===== src/hw/rtl/ads_pkg.sv =====
// Shared types and constants for the auger dosing sequencer.
package ads_pkg;

   // Dosing modes
   typedef enum logic [1:0] {
      MODE_IDLE = 2'd0,
      MODE_MAIN = 2'd1,
      MODE_WAIT = 2'd2,
      MODE_SLOW = 2'd3
   } ads_mode_type;

   // Command codes; the fourth code is unused and leaves the state alone
   localparam logic [1:0] CMD_STEP  = 2'd0;
   localparam logic [1:0] CMD_START = 2'd1;
   localparam logic [1:0] CMD_STOP  = 2'd2;

   // Register index map
   localparam int unsigned CSR_INDEX_WIDTH = 3;
   localparam logic [CSR_INDEX_WIDTH-1:0] CSR_TARGET_WEIGHT = 3'd0;
   localparam logic [CSR_INDEX_WIDTH-1:0] CSR_STOP_MARGIN   = 3'd1;
   localparam logic [CSR_INDEX_WIDTH-1:0] CSR_WAIT_PERIOD   = 3'd2;
   localparam logic [CSR_INDEX_WIDTH-1:0] CSR_PULSE_PERIOD  = 3'd3;

   localparam int unsigned CSR_DATA_WIDTH = 16;

   // Register reset values
   localparam logic [15:0] TARGET_WEIGHT_RESET = 16'd0;
   localparam logic [15:0] STOP_MARGIN_RESET   = 16'd0;
   localparam logic [15:0] WAIT_PERIOD_RESET   = 16'd1000;
   localparam logic [15:0] PULSE_PERIOD_RESET  = 16'd1000;

   // Input beat
   typedef struct packed {
      logic [1:0]         command;
      logic signed [23:0] weight_grams;
      logic [31:0]        now_ms;
   } ads_req_type;

   // Result beat
   typedef struct packed {
      logic [1:0] mode;
      logic       auger_on;
      logic       dosing;
   } ads_rsp_type;

   // Configuration registers
   typedef struct packed {
      logic [15:0] target_weight;
      logic [15:0] stop_margin;
      logic [15:0] wait_period_ms;
      logic [15:0] pulse_period_ms;
   } ads_cfg_type;

   // Sequencer state
   typedef struct packed {
      ads_mode_type mode;
      logic         auger;
      logic [31:0]  wait_start;
      logic [31:0]  pulse_start;
   } ads_state_type;

endpackage


===== src/hw/rtl/ads_csr.sv =====
// Configuration register file of the auger dosing sequencer.
module ads_csr (
   input  logic                                    clock,
   input  logic                                    reset,
   input  logic                                    csr_write_enable,
   input  logic [ads_pkg::CSR_INDEX_WIDTH-1:0]     csr_index,
   input  logic [ads_pkg::CSR_DATA_WIDTH-1:0]      csr_write_data,
   output ads_pkg::ads_cfg_type                    cfg
);

   ads_pkg::ads_cfg_type cfg_ff;
   ads_pkg::ads_cfg_type cfg_in;

   // Write decode; indexes past the map are dropped
   always_comb begin
      cfg_in = cfg_ff;
      if (csr_write_enable) begin
         unique case (csr_index)
            ads_pkg::CSR_TARGET_WEIGHT: cfg_in.target_weight   = csr_write_data;
            ads_pkg::CSR_STOP_MARGIN:   cfg_in.stop_margin     = csr_write_data;
            ads_pkg::CSR_WAIT_PERIOD:   cfg_in.wait_period_ms  = csr_write_data;
            ads_pkg::CSR_PULSE_PERIOD:  cfg_in.pulse_period_ms = csr_write_data;
            default: ;
         endcase
      end
   end

   always_ff @(posedge clock) begin
      if (reset) begin
         cfg_ff.target_weight   <= ads_pkg::TARGET_WEIGHT_RESET;
         cfg_ff.stop_margin     <= ads_pkg::STOP_MARGIN_RESET;
         cfg_ff.wait_period_ms  <= ads_pkg::WAIT_PERIOD_RESET;
         cfg_ff.pulse_period_ms <= ads_pkg::PULSE_PERIOD_RESET;
      end else begin
         cfg_ff <= cfg_in;
      end
   end

   assign cfg = cfg_ff;

endmodule


===== src/hw/rtl/ads_step.sv =====
// Next-state logic of the dosing sequencer for one input beat.
module ads_step (
   input  ads_pkg::ads_state_type cur_state,
   input  ads_pkg::ads_req_type   item,
   input  ads_pkg::ads_cfg_type   cfg,
   output ads_pkg::ads_state_type nxt_state,
   output ads_pkg::ads_rsp_type   rsp
);

   logic signed [24:0] weight_ext;
   logic signed [24:0] target_ext;
   logic signed [24:0] limit_ext;
   logic [16:0]        limit_diff;
   logic [15:0]        limit_floor;
   logic               at_target;
   logic               at_limit;
   logic [31:0]        wait_elapsed;
   logic [31:0]        pulse_elapsed;
   logic               wait_ready;
   logic               pulse_ready;
   ads_pkg::ads_mode_type mode_in;
   logic               auger_in;

   // Weight compares: target, and target minus margin floored at zero
   assign weight_ext  = 25'(item.weight_grams);
   assign target_ext  = signed'({9'b0, cfg.target_weight});
   assign limit_diff  = {1'b0, cfg.target_weight} - {1'b0, cfg.stop_margin};
   assign limit_floor = limit_diff[16] ? 16'd0 : limit_diff[15:0];
   assign limit_ext   = signed'({9'b0, limit_floor});
   assign at_target   = weight_ext >= target_ext;
   assign at_limit    = weight_ext >= limit_ext;

   // Timers, elapsed time taken modulo 2^32
   assign wait_elapsed  = item.now_ms - cur_state.wait_start;
   assign pulse_elapsed = item.now_ms - cur_state.pulse_start;
   assign wait_ready    = wait_elapsed >= {16'b0, cfg.wait_period_ms};
   assign pulse_ready   = pulse_elapsed >= {16'b0, cfg.pulse_period_ms};

   // Next mode
   always_comb begin
      mode_in = cur_state.mode;
      unique case (item.command)
         ads_pkg::CMD_START: mode_in = ads_pkg::MODE_MAIN;
         ads_pkg::CMD_STOP:  mode_in = ads_pkg::MODE_IDLE;
         ads_pkg::CMD_STEP: begin
            if (cur_state.mode != ads_pkg::MODE_IDLE && at_target) begin
               mode_in = ads_pkg::MODE_IDLE;
            end else begin
               unique case (cur_state.mode)
                  ads_pkg::MODE_MAIN: if (at_limit)    mode_in = ads_pkg::MODE_WAIT;
                  ads_pkg::MODE_WAIT: if (wait_ready)  mode_in = ads_pkg::MODE_SLOW;
                  ads_pkg::MODE_SLOW: if (pulse_ready) mode_in = ads_pkg::MODE_WAIT;
                  default:            mode_in = ads_pkg::MODE_IDLE;
               endcase
            end
         end
         default: ;
      endcase
   end

   // Motor drive
   always_comb begin
      auger_in = cur_state.auger;
      unique case (item.command)
         ads_pkg::CMD_START,
         ads_pkg::CMD_STOP: auger_in = 1'b0;
         ads_pkg::CMD_STEP: begin
            if (cur_state.mode != ads_pkg::MODE_IDLE && at_target) begin
               auger_in = 1'b0;
            end else begin
               unique case (cur_state.mode)
                  ads_pkg::MODE_MAIN: auger_in = !at_limit;
                  ads_pkg::MODE_WAIT: auger_in = wait_ready;
                  ads_pkg::MODE_SLOW: if (pulse_ready) auger_in = 1'b0;
                  default:            auger_in = 1'b0;
               endcase
            end
         end
         default: ;
      endcase
   end

   // Timer start times are taken on entry to wait or slow fill
   always_comb begin
      nxt_state.mode        = mode_in;
      nxt_state.auger       = auger_in;
      nxt_state.wait_start  = cur_state.wait_start;
      nxt_state.pulse_start = cur_state.pulse_start;
      if (mode_in == ads_pkg::MODE_WAIT && cur_state.mode != ads_pkg::MODE_WAIT) begin
         nxt_state.wait_start = item.now_ms;
      end
      if (mode_in == ads_pkg::MODE_SLOW && cur_state.mode != ads_pkg::MODE_SLOW) begin
         nxt_state.pulse_start = item.now_ms;
      end
   end

   // Result beat reports the state after the step
   assign rsp.mode     = mode_in;
   assign rsp.auger_on = auger_in;
   assign rsp.dosing   = mode_in != ads_pkg::MODE_IDLE;

endmodule


===== src/hw/rtl/auger_dosing_sequencer_top.sv =====
// Top level of the auger dosing sequencer: input register, step logic, result register.
// A beat accepted into the input register passes through ads_step into the result register.
// Throughput: one beat per cycle while rsp_stall is low; the state loop runs from state_ff through ads_step and back.
// A stalled result holds the input register, which then stalls the request side.
// Reset (synchronous, active high) clears the mode, motor drive, timer starts and both
// valid flags, and sets the registers to target 0, margin 0, both periods 1000 ms.
module auger_dosing_sequencer_top (
   input  logic                                clock,
   input  logic                                reset,
   input  logic                                req_valid,
   output logic                                req_stall,
   input  ads_pkg::ads_req_type                req_data,
   output logic                                rsp_valid,
   input  logic                                rsp_stall,
   output ads_pkg::ads_rsp_type                rsp_data,
   input  logic                                csr_write_enable,
   input  logic [ads_pkg::CSR_INDEX_WIDTH-1:0] csr_index,
   input  logic [ads_pkg::CSR_DATA_WIDTH-1:0]  csr_write_data
);

   ads_pkg::ads_cfg_type   cfg;
   ads_pkg::ads_state_type state_ff;
   ads_pkg::ads_state_type state_in;
   ads_pkg::ads_req_type   in_data_ff;
   ads_pkg::ads_rsp_type   rsp_data_ff;
   ads_pkg::ads_rsp_type   rsp_data_in;
   logic                   in_valid_ff;
   logic                   in_valid_in;
   logic                   rsp_valid_ff;
   logic                   rsp_valid_in;
   logic                   accept;
   logic                   advance;

   ads_csr u_csr (
      .clock            (clock),
      .reset            (reset),
      .csr_write_enable (csr_write_enable),
      .csr_index        (csr_index),
      .csr_write_data   (csr_write_data),
      .cfg              (cfg)
   );

   ads_step u_step (
      .cur_state (state_ff),
      .item      (in_data_ff),
      .cfg       (cfg),
      .nxt_state (state_in),
      .rsp       (rsp_data_in)
   );

   // Handshake: the input beat moves on when the result register is free or draining
   assign advance     = in_valid_ff && (!rsp_valid_ff || !rsp_stall);
   assign req_stall   = in_valid_ff && !advance;
   assign accept      = req_valid && !req_stall;
   assign in_valid_in = accept || (in_valid_ff && !advance);
   assign rsp_valid_in = advance || (rsp_valid_ff && rsp_stall);

   // Control registers
   always_ff @(posedge clock) begin
      if (reset) begin
         in_valid_ff  <= 1'b0;
         rsp_valid_ff <= 1'b0;
         state_ff     <= '0;
      end else begin
         in_valid_ff  <= in_valid_in;
         rsp_valid_ff <= rsp_valid_in;
         if (advance) begin
            state_ff <= state_in;
         end
      end
   end

   // Payload registers
   always_ff @(posedge clock) begin
      if (accept) begin
         in_data_ff <= req_data;
      end
      if (advance) begin
         rsp_data_ff <= rsp_data_in;
      end
   end

   assign rsp_valid = rsp_valid_ff;
   assign rsp_data  = rsp_data_ff;

   // A start beat always lands in main fill with the motor off
   a_start_main: assert property (@(posedge clock) disable iff (reset)
      advance && in_data_ff.command == ads_pkg::CMD_START |=>
         rsp_valid && rsp_data.mode == ads_pkg::MODE_MAIN && !rsp_data.auger_on)
      else $error("start beat did not enter main fill");

   // A stop beat always lands in idle with the motor off
   a_stop_idle: assert property (@(posedge clock) disable iff (reset)
      advance && in_data_ff.command == ads_pkg::CMD_STOP |=>
         rsp_valid && rsp_data.mode == ads_pkg::MODE_IDLE && !rsp_data.auger_on)
      else $error("stop beat did not enter idle");

   // The reported mode tracks the held state
   a_rsp_tracks_state: assert property (@(posedge clock) disable iff (reset)
      advance |=> rsp_data.mode == state_ff.mode && rsp_data.auger_on == state_ff.auger)
      else $error("result beat differs from sequencer state");

   // The motor is never driven while idle or waiting
   a_motor_off: assert property (@(posedge clock) disable iff (reset)
      state_ff.mode == ads_pkg::MODE_IDLE || state_ff.mode == ads_pkg::MODE_WAIT
         |-> !state_ff.auger)
      else $error("auger driven in idle or wait");

endmodule

===== config.mk =====
export PLATFORM = sky130hd
export DESIGN_NAME = auger_dosing_sequencer_top
export DESIGN_NICKNAME = d
export VERILOG_FILES = /design/src/hw/rtl/ads_pkg.sv /design/src/hw/rtl/ads_csr.sv /design/src/hw/rtl/ads_step.sv /design/src/hw/rtl/auger_dosing_sequencer_top.sv
export SDC_FILE = /design/constraint.sdc
export NUM_CORES = 1
export LEC_CHECK = 0
export ABC_AREA = 1
export BUFFER_PORTS_ARGS = -buffer_cell sky130_fd_sc_hd__buf_2
export CAP_MARGIN = 5
export CORE_MARGIN = 2
export CORE_UTILIZATION = 60
export DETAILED_ROUTE_END_ITERATION = 7
export PLACE_DENSITY = 0.79
export SYNTH_ARGS = -nofsm -noshare
export SYNTH_HDL_FRONTEND = slang
export SYNTH_SLANG_ARGS = --single-unit

===== constraint.sdc =====
create_clock -name clock -period 5.4 [get_ports clock]
set_clock_uncertainty 0.2 [all_clocks]
set_input_delay 1.08 -clock clock [delete_from_list [all_inputs] [get_ports clock]]
set_output_delay 1.08 -clock clock [all_outputs]
set_load 0.01 [all_outputs]

==> impl_metrics.yaml, run 1 <==
pwr:
  clkPwrFrac_pct: 35.0
  seqPwrFrac_pct: 43.1
  fin_total_pwr_mw: 3.73
  worst_ir_drop_vdd_uv: 194
  pwr_density_cell_nw_per_um2: 236
  power.switching_mw: 1.21
  static-leakage-power_nw: 8.32
  cellInternalPower_mw: 2.52
  share_comb_of_total_power_pct: 21.9
  fraction_of_power_spent_switching_nets_pct: 32.4
clocking:
  cts_max_level: 4
  cts_num_sinks: 195
  clock_transition_time_at_the_flip_flop_clock_pins_of_the_worst_setup_and_hold_paths_ns: 0.08
  clkLatencyLatePin_ns: 0.44
  cts_made_buffers: 17
  clock-root-buffer: "clkbuf_16"
  tritoncts: "built"
  max-clock-path-buffers: 2
  hold_buf_cts: 0
sta:
  max_clock_freq_ghz: 0.201
  timing.final.crit_period_ns: 4.98
  hold_ws_ns: 0.261
  hold_viol: 0
  timing.max_slew.rel_slack_pct: 18.6
  finalSetupViolations: 0
  final-max-slew-violation-count: 0
  fin_ws_ns: 0.419
  tightest_slew_ns: 1.22
  setup-tns-final_ns: 0
  layout_worst_path_cycle_share_pct: 92.2
layout:
  area_growth_pct: 9.30
  antenna_cells_inserted: 0
  fillerInstances: 2114
  fin_nets: 2480
  proportion_of_layout_cells_with_a_drive_suffix_above_1_pct: 8.83
  post-route-cell-area_um2: 15800
  non_filler_cells_in_the_finished_layout: 2585
  fin_util_pct: 67.2
critical_path:
  worst_setup_path_start_kind: "flop"
  critical_path_arrival_ns: 5.12
  critical_path_end_type: "flop"
  crit_type: "flop to flop"
  cp_max_fo: 22
  worstPathRequired_ns: 5.54
  crit_path_top_delay_cell: "fa_1"
  path_common_cell: "nand2_1"
  slowest_delay_ns: 0.38
routing:
  routed_wl_um: 39200
  avgRoutedWirePerCell_um: 15.2
  via_count: 13600
  antenna_violating_nets_post_route: 0
  drt_drc_violations_left: 0
  vias_per_cell: 5.25
  drt_first_iter_violations: 1071
  1st_pass_router_iterations: 7
grt:
  overall_track_demand_over_capacity_in_global_routing_pct: 30.6
  grt_pass1_wl_um: 62600
  first_global_vias: 12700
  grt_antenna_before_repair: 0
  groute.layer.met3.usage_pct: 3.86
  globalRoute.totalOverflow: 0
  globalRouteMet2Util_pct: 50.8
  grtUsageMet1_pct: 41.4
  largest_net_degree_at_the_start_of_global_routing: 67
  globalRoute.busiestLayer: "met2"
synthesis:
  net_count_of_the_mapped_netlist: 2405
  ys.flop_type: "dfxtp_1"
  syn_area_per_cell_um2: 6.64
  post-synth-top-count-cell: "nand2_1"
  synth_top_cells_by_count: "nand2_1, inv_1, nor2_1"
  synth_largest_type_area_fraction_pct: 18.4
  synth.largest_area_cell: "dfxtp_1"
  syn-cell-area_um2: 14500
  ys.warnings.count: 0
  postSynthRegisterBits: 195
  ys_seq_area_share_pct: 31.3
  area_contributors_post_synth: "dfxtp_1, nand2_1, edfxtp_1"
  synth.lib_cells_used.distinct: 48
  syn_inst: 2178
  async_reset_ff_share_pct: 0
  synth-edff-count: 62
run:
  maxCapViolCount: 0
floorplan:
  floorplan.initialDensity_pct: 61.5
  floorplan.die_area_um2: 25400
  die_h_um: 159
  floorplan.rows: 56
  core_area_um2: 23500
  fp.dieW_um: 159
  boundaryPins: 88
placed_design:
  placement.io_buffers: 87
  gpl.final_weighted_congestion: 0.951
  dpl.hpwl_um: 30800
  dpl_worst_slack_ns: 0.350
  placed_cells_incl_taps: 2546
  postPlaceCellArea_um2: 15100
worst_hold_path:
  hold_path_class: "flop to flop"
status:
  status: "complete, no violations"
## cell type report
class | count | area (um2) | share of cell area, %
clock buffers | 18 | 429 | 2.71
clock inverters | 14 | 163 | 1.03
inverters | 425 | 1600 | 10.1
multi-input cells | 1514 | 8090 | 51.2
flip-flops and latches | 195 | 4520 | 28.6
well taps | 319 | 399 | 2.52
repair buffers | 100 | 608 | 3.85
## kinds of logic after synthesis
kind of cell	synth area share, %
flip-flops	31.3
adder cells (fa/ha/maj)	12.7
AND/OR/NAND/NOR	29.9
XOR/XNOR	2.06
buffers and inverters	12.9
AO/OA/AOI/OAI	11.2
## power by group through the flow
stage               registers, mW  logic, mW  clock network [mW]
floorplan                    1.62      0.587                   0
global placement             1.64      0.774                   0
finish                       1.61      0.814                1.31
detailed placement           1.64      0.794                   0
global route                 1.61      0.925                1.37
CTS                          1.61      0.802                1.32
## placed cells by master (no fill, tap or decap), types with 13 or more instances in the layout
cell | synthesis | layout
a21oi_1 | 133 | 132
a21oi_2 | 30 | 31
nor2_1 | 226 | 225
nand3_1 | 110 | 110
buf_2 | 9 | 87
xor2_1 | 31 | 31
nor3_1 | 14 | 14
o21ai_0 | 78 | 78
dfxtp_1 | 133 | 133
edfxtp_1 | 62 | 62
clkbuf_16 | 0 | 18
nand2_1 | 646 | 645
inv_1 | 421 | 419
nand4_1 | 13 | 13
ha_1 | 142 | 142
## sequential cells by signal, indices dropped and copies added (netlist names)
signal       count
rsp_data         4
in_valid_ff      1
in_data_ff      58
rsp_valid        1
u_csr.cfg       64
state_ff        67
## critical path, delay by kind of cell, from the launching register on
family          cells  cell delay, ns
simple gates       17            1.90
fa+ha+maj           3            0.90
flops               1            0.34
compound gates      8            1.16
buf+inv             3            0.36
## timing repair
| action | 4_1_cts | 5_1_grt |
|---|---|---|
| setup endpoints to repair | 0 | 62 |
| resized for setup | 0 | 7 |
| buffers inserted | 0 | 6 |
## path summary, 6_finish.rpt
kind                  from            end  slack, ns  cells after the start
max          u_csr.cfg[48]   state_ff[20]       0.42                     31
max reg2reg  u_csr.cfg[48]   state_ff[20]       0.42                     31
min reg2reg  u_csr.cfg[32]  u_csr.cfg[32]       0.26                      2
min          u_csr.cfg[32]  u_csr.cfg[32]       0.26                      2
## layer usage
| metal | share of wire (%) | wire length (um) | vias up |
|---|---|---|---|
| met1 | 45 | 17500 | 6081 |
| met2 | 46 | 17900 | 466 |
| met3 | 7.1 | 2780 | 66 |
| met5 | 0 | 0 | - |
| met4 | 2.7 | 1060 | 0 |
| li1 | - | - | 6957 |
No activity file was read; power rests on OpenSTA's default activity.
==> run 2, diff against run 1 <==
- CORE_UTILIZATION: 60 -> 62
- PLACE_DENSITY: 0.79 -> 0.81
- RECOVER_POWER: unset -> 100
==> run 2 against run 1 <==
The flow now finishes with violations (capacitance limit, slew limit); maximum frequency shrank 1.5%; register-to-register slack lost 0.07 ns; power grew 0.97%; critical path type unchanged; critical endpoint is now state_ff[1]; largest cell class unchanged.
==> impl_metrics.yaml, run 2 (synthesis results as in run 1) <==
status:
  status: "finished with violations"
  failed_checks: "capacitance limit, slew limit"
worst_hold_path:
  hold_path_class: "flop to flop"
layout:
  largest_register_ff_count: 67
  fillerInstances: 1976
  fin_nets: 2479
  layout_common_cells: "nand2_1, inv_1, nor2_1, ha_1, dfxtp_1"
  area_growth_pct: 9.38
  antenna_cells_inserted: 0
  layout_commonest_cell: "nand2_1"
  registers.top_by_ff_count: "state_ff"
  proportion_of_layout_cells_with_a_drive_suffix_above_1_pct: 8.26
grt:
  overall_track_demand_over_capacity_in_global_routing_pct: 31.3
  grt_pass1_wl_um: 60700
  globalRoute.totalOverflow: 0
  largest_net_degree_at_the_start_of_global_routing: 65
  first_global_vias: 12500
  grt_antenna_before_repair: 0
clocking:
  post-cts-setup-buffers: 0
  clkLatencyLatePin_ns: 0.45
  clock_transition_time_at_the_flip_flop_clock_pins_of_the_worst_setup_and_hold_paths_ns: 0.08
  clock-root-buffer: "clkbuf_16"
  cts_num_sinks: 195
  number_of_cells_upsized_or_downsized_after_cts: 0
  hold_buf_cts: 0
  max-clock-path-buffers: 2
  tritoncts: "built"
  cts_made_buffers: 17
  cts_max_level: 4
routing:
  drt_drc_violations_left: 0
  vias_per_cell: 5.31
  1st_pass_router_iterations: 5
  antenna_violating_nets_post_route: 0
  avgRoutedWirePerCell_um: 15.0
  drt_first_iter_violations: 1090
  via_count: 13700
  routed_wl_um: 38800
critical_path:
  critical_path_end_type: "flop"
  slowest_delay_ns: 0.39
  crit_type: "flop to flop"
  critical_path_arrival_ns: 5.20
  worstPathRequired_ns: 5.54
  worst_setup_path_start_kind: "flop"
  cp_max_fo: 32
  crit_path_top_delay_cell: "fa_1"
  path_common_cell: "nand2_1"
placed_design:
  dpl.hpwl_um: 29700
  gpl.final_weighted_congestion: 0.954
  placement.io_buffers: 87
run:
  maxCapViolCount: 1
pwr:
  pwr_density_cell_nw_per_um2: 238
  fin_total_pwr_mw: 3.76
  static-leakage-power_nw: 8.29
  worst_ir_drop_vdd_uv: 245
sta:
  unrepaired_setup_endpoints_after_global_routing: "no"
  finalSetupViolations: 0
  max_clock_freq_ghz: 0.198
  hold_viol: 0
  layout_worst_path_cycle_share_pct: 93.6
  tightest_slew_ns: 3.40
  timing.max_slew.rel_slack_pct: -127
  timing.final.crit_period_ns: 5.05
  final-max-slew-violation-count: 59
  setup-tns-final_ns: 0
floorplan:
  fp.dieW_um: 157
  core_area_um2: 22800
  floorplan.initialDensity_pct: 63.5
  floorplan.rows: 55
  boundaryPins: 88
  die_h_um: 157
  floorplan.die_area_um2: 24600
-- run 2: cell types whose count changed in the layout (fill, tap and decap cells not counted), moves of 2 or more --
cell / before / now
clkbuf_1: 1 / 12
inv_1: 419 / 421
inv_6: 5 / 3
buf_6: 0 / 3
buf_4: 7 / 3
clkinv_8: 1 / 4
inv_2: 6 / 4
buf_2: 87 / 78
buf_12: 4 / 2
inv_8: 5 / 2
-- run 2: area by class of cell --
class / instances / area (um2) / area share [%]
multi-input combinational: 1514 / 8100 / 51.2
sequential: 195 / 4520 / 28.6
clock inverter: 13 / 178 / 1.12
inverter: 425 / 1600 / 10.1
timing repair buffer: 99 / 581 / 3.67
clock buffer: 19 / 454 / 2.87
tap: 313 / 392 / 2.47
-- run 2: final timing paths --
path                 start            end  slack (ns)  depth (start not counted)
max reg2reg  u_csr.cfg[48]    state_ff[1]        0.35                         30
min reg2reg  u_csr.cfg[27]  u_csr.cfg[27]        0.27                          2
min          u_csr.cfg[27]  u_csr.cfg[27]        0.27                          2
max          u_csr.cfg[48]    state_ff[1]        0.35                         30
-- run 2: metrics by stage --
stage	hold slack (ns)	utilization, %	setup WS, ns	area (um2)	std cells
2_1_floorplan	0.228	-	0.965	14500	2178
3_3_place_gp	0.244	66.3	0.522	15100	2541
3_5_place_dp	0.254	66.3	0.182	15100	2541
4_1_cts	0.266	69.1	0.113	15700	2573
5_1_grt	0.281	69.5	0.00686	15800	2578
6_report	0.266	69.5	0.345	15800	2578
-- run 2: worst max-delay path: cells and delay by family, from the launching register on --
kind / cells / cell delay, ns
simple gates: 17 / 1.92
compound gates: 8 / 1.18
fa+ha+maj: 3 / 0.92
buf+inv: 2 / 0.37
flops: 1 / 0.34
-- run 2: power breakdown --
| part | internal [mW] | leakage [nW] | total [mW] | switching [mW] |
|---|---|---|---|---|
| Combinational | 0.288 | 6.30 | 0.796 | 0.508 |
| Sequential | 1.56 | 1.68 | 1.61 | 0.0470 |
| Clock | 0.699 | 0.306 | 1.36 | 0.656 |
| Total | 2.55 | 8.29 | 3.76 | 1.21 |
-- run 2: metal layers --
metal / global-route usage [%] / vias to the layer above / part of all wire (%)
met4: 9.39 / 0 / 3.0
met5: 0 / - / 0
li1: - / 6950 / -
met2: 51.2 / 443 / 45
met1: 42.9 / 6214 / 45
met3: 4.82 / 91 / 6.5
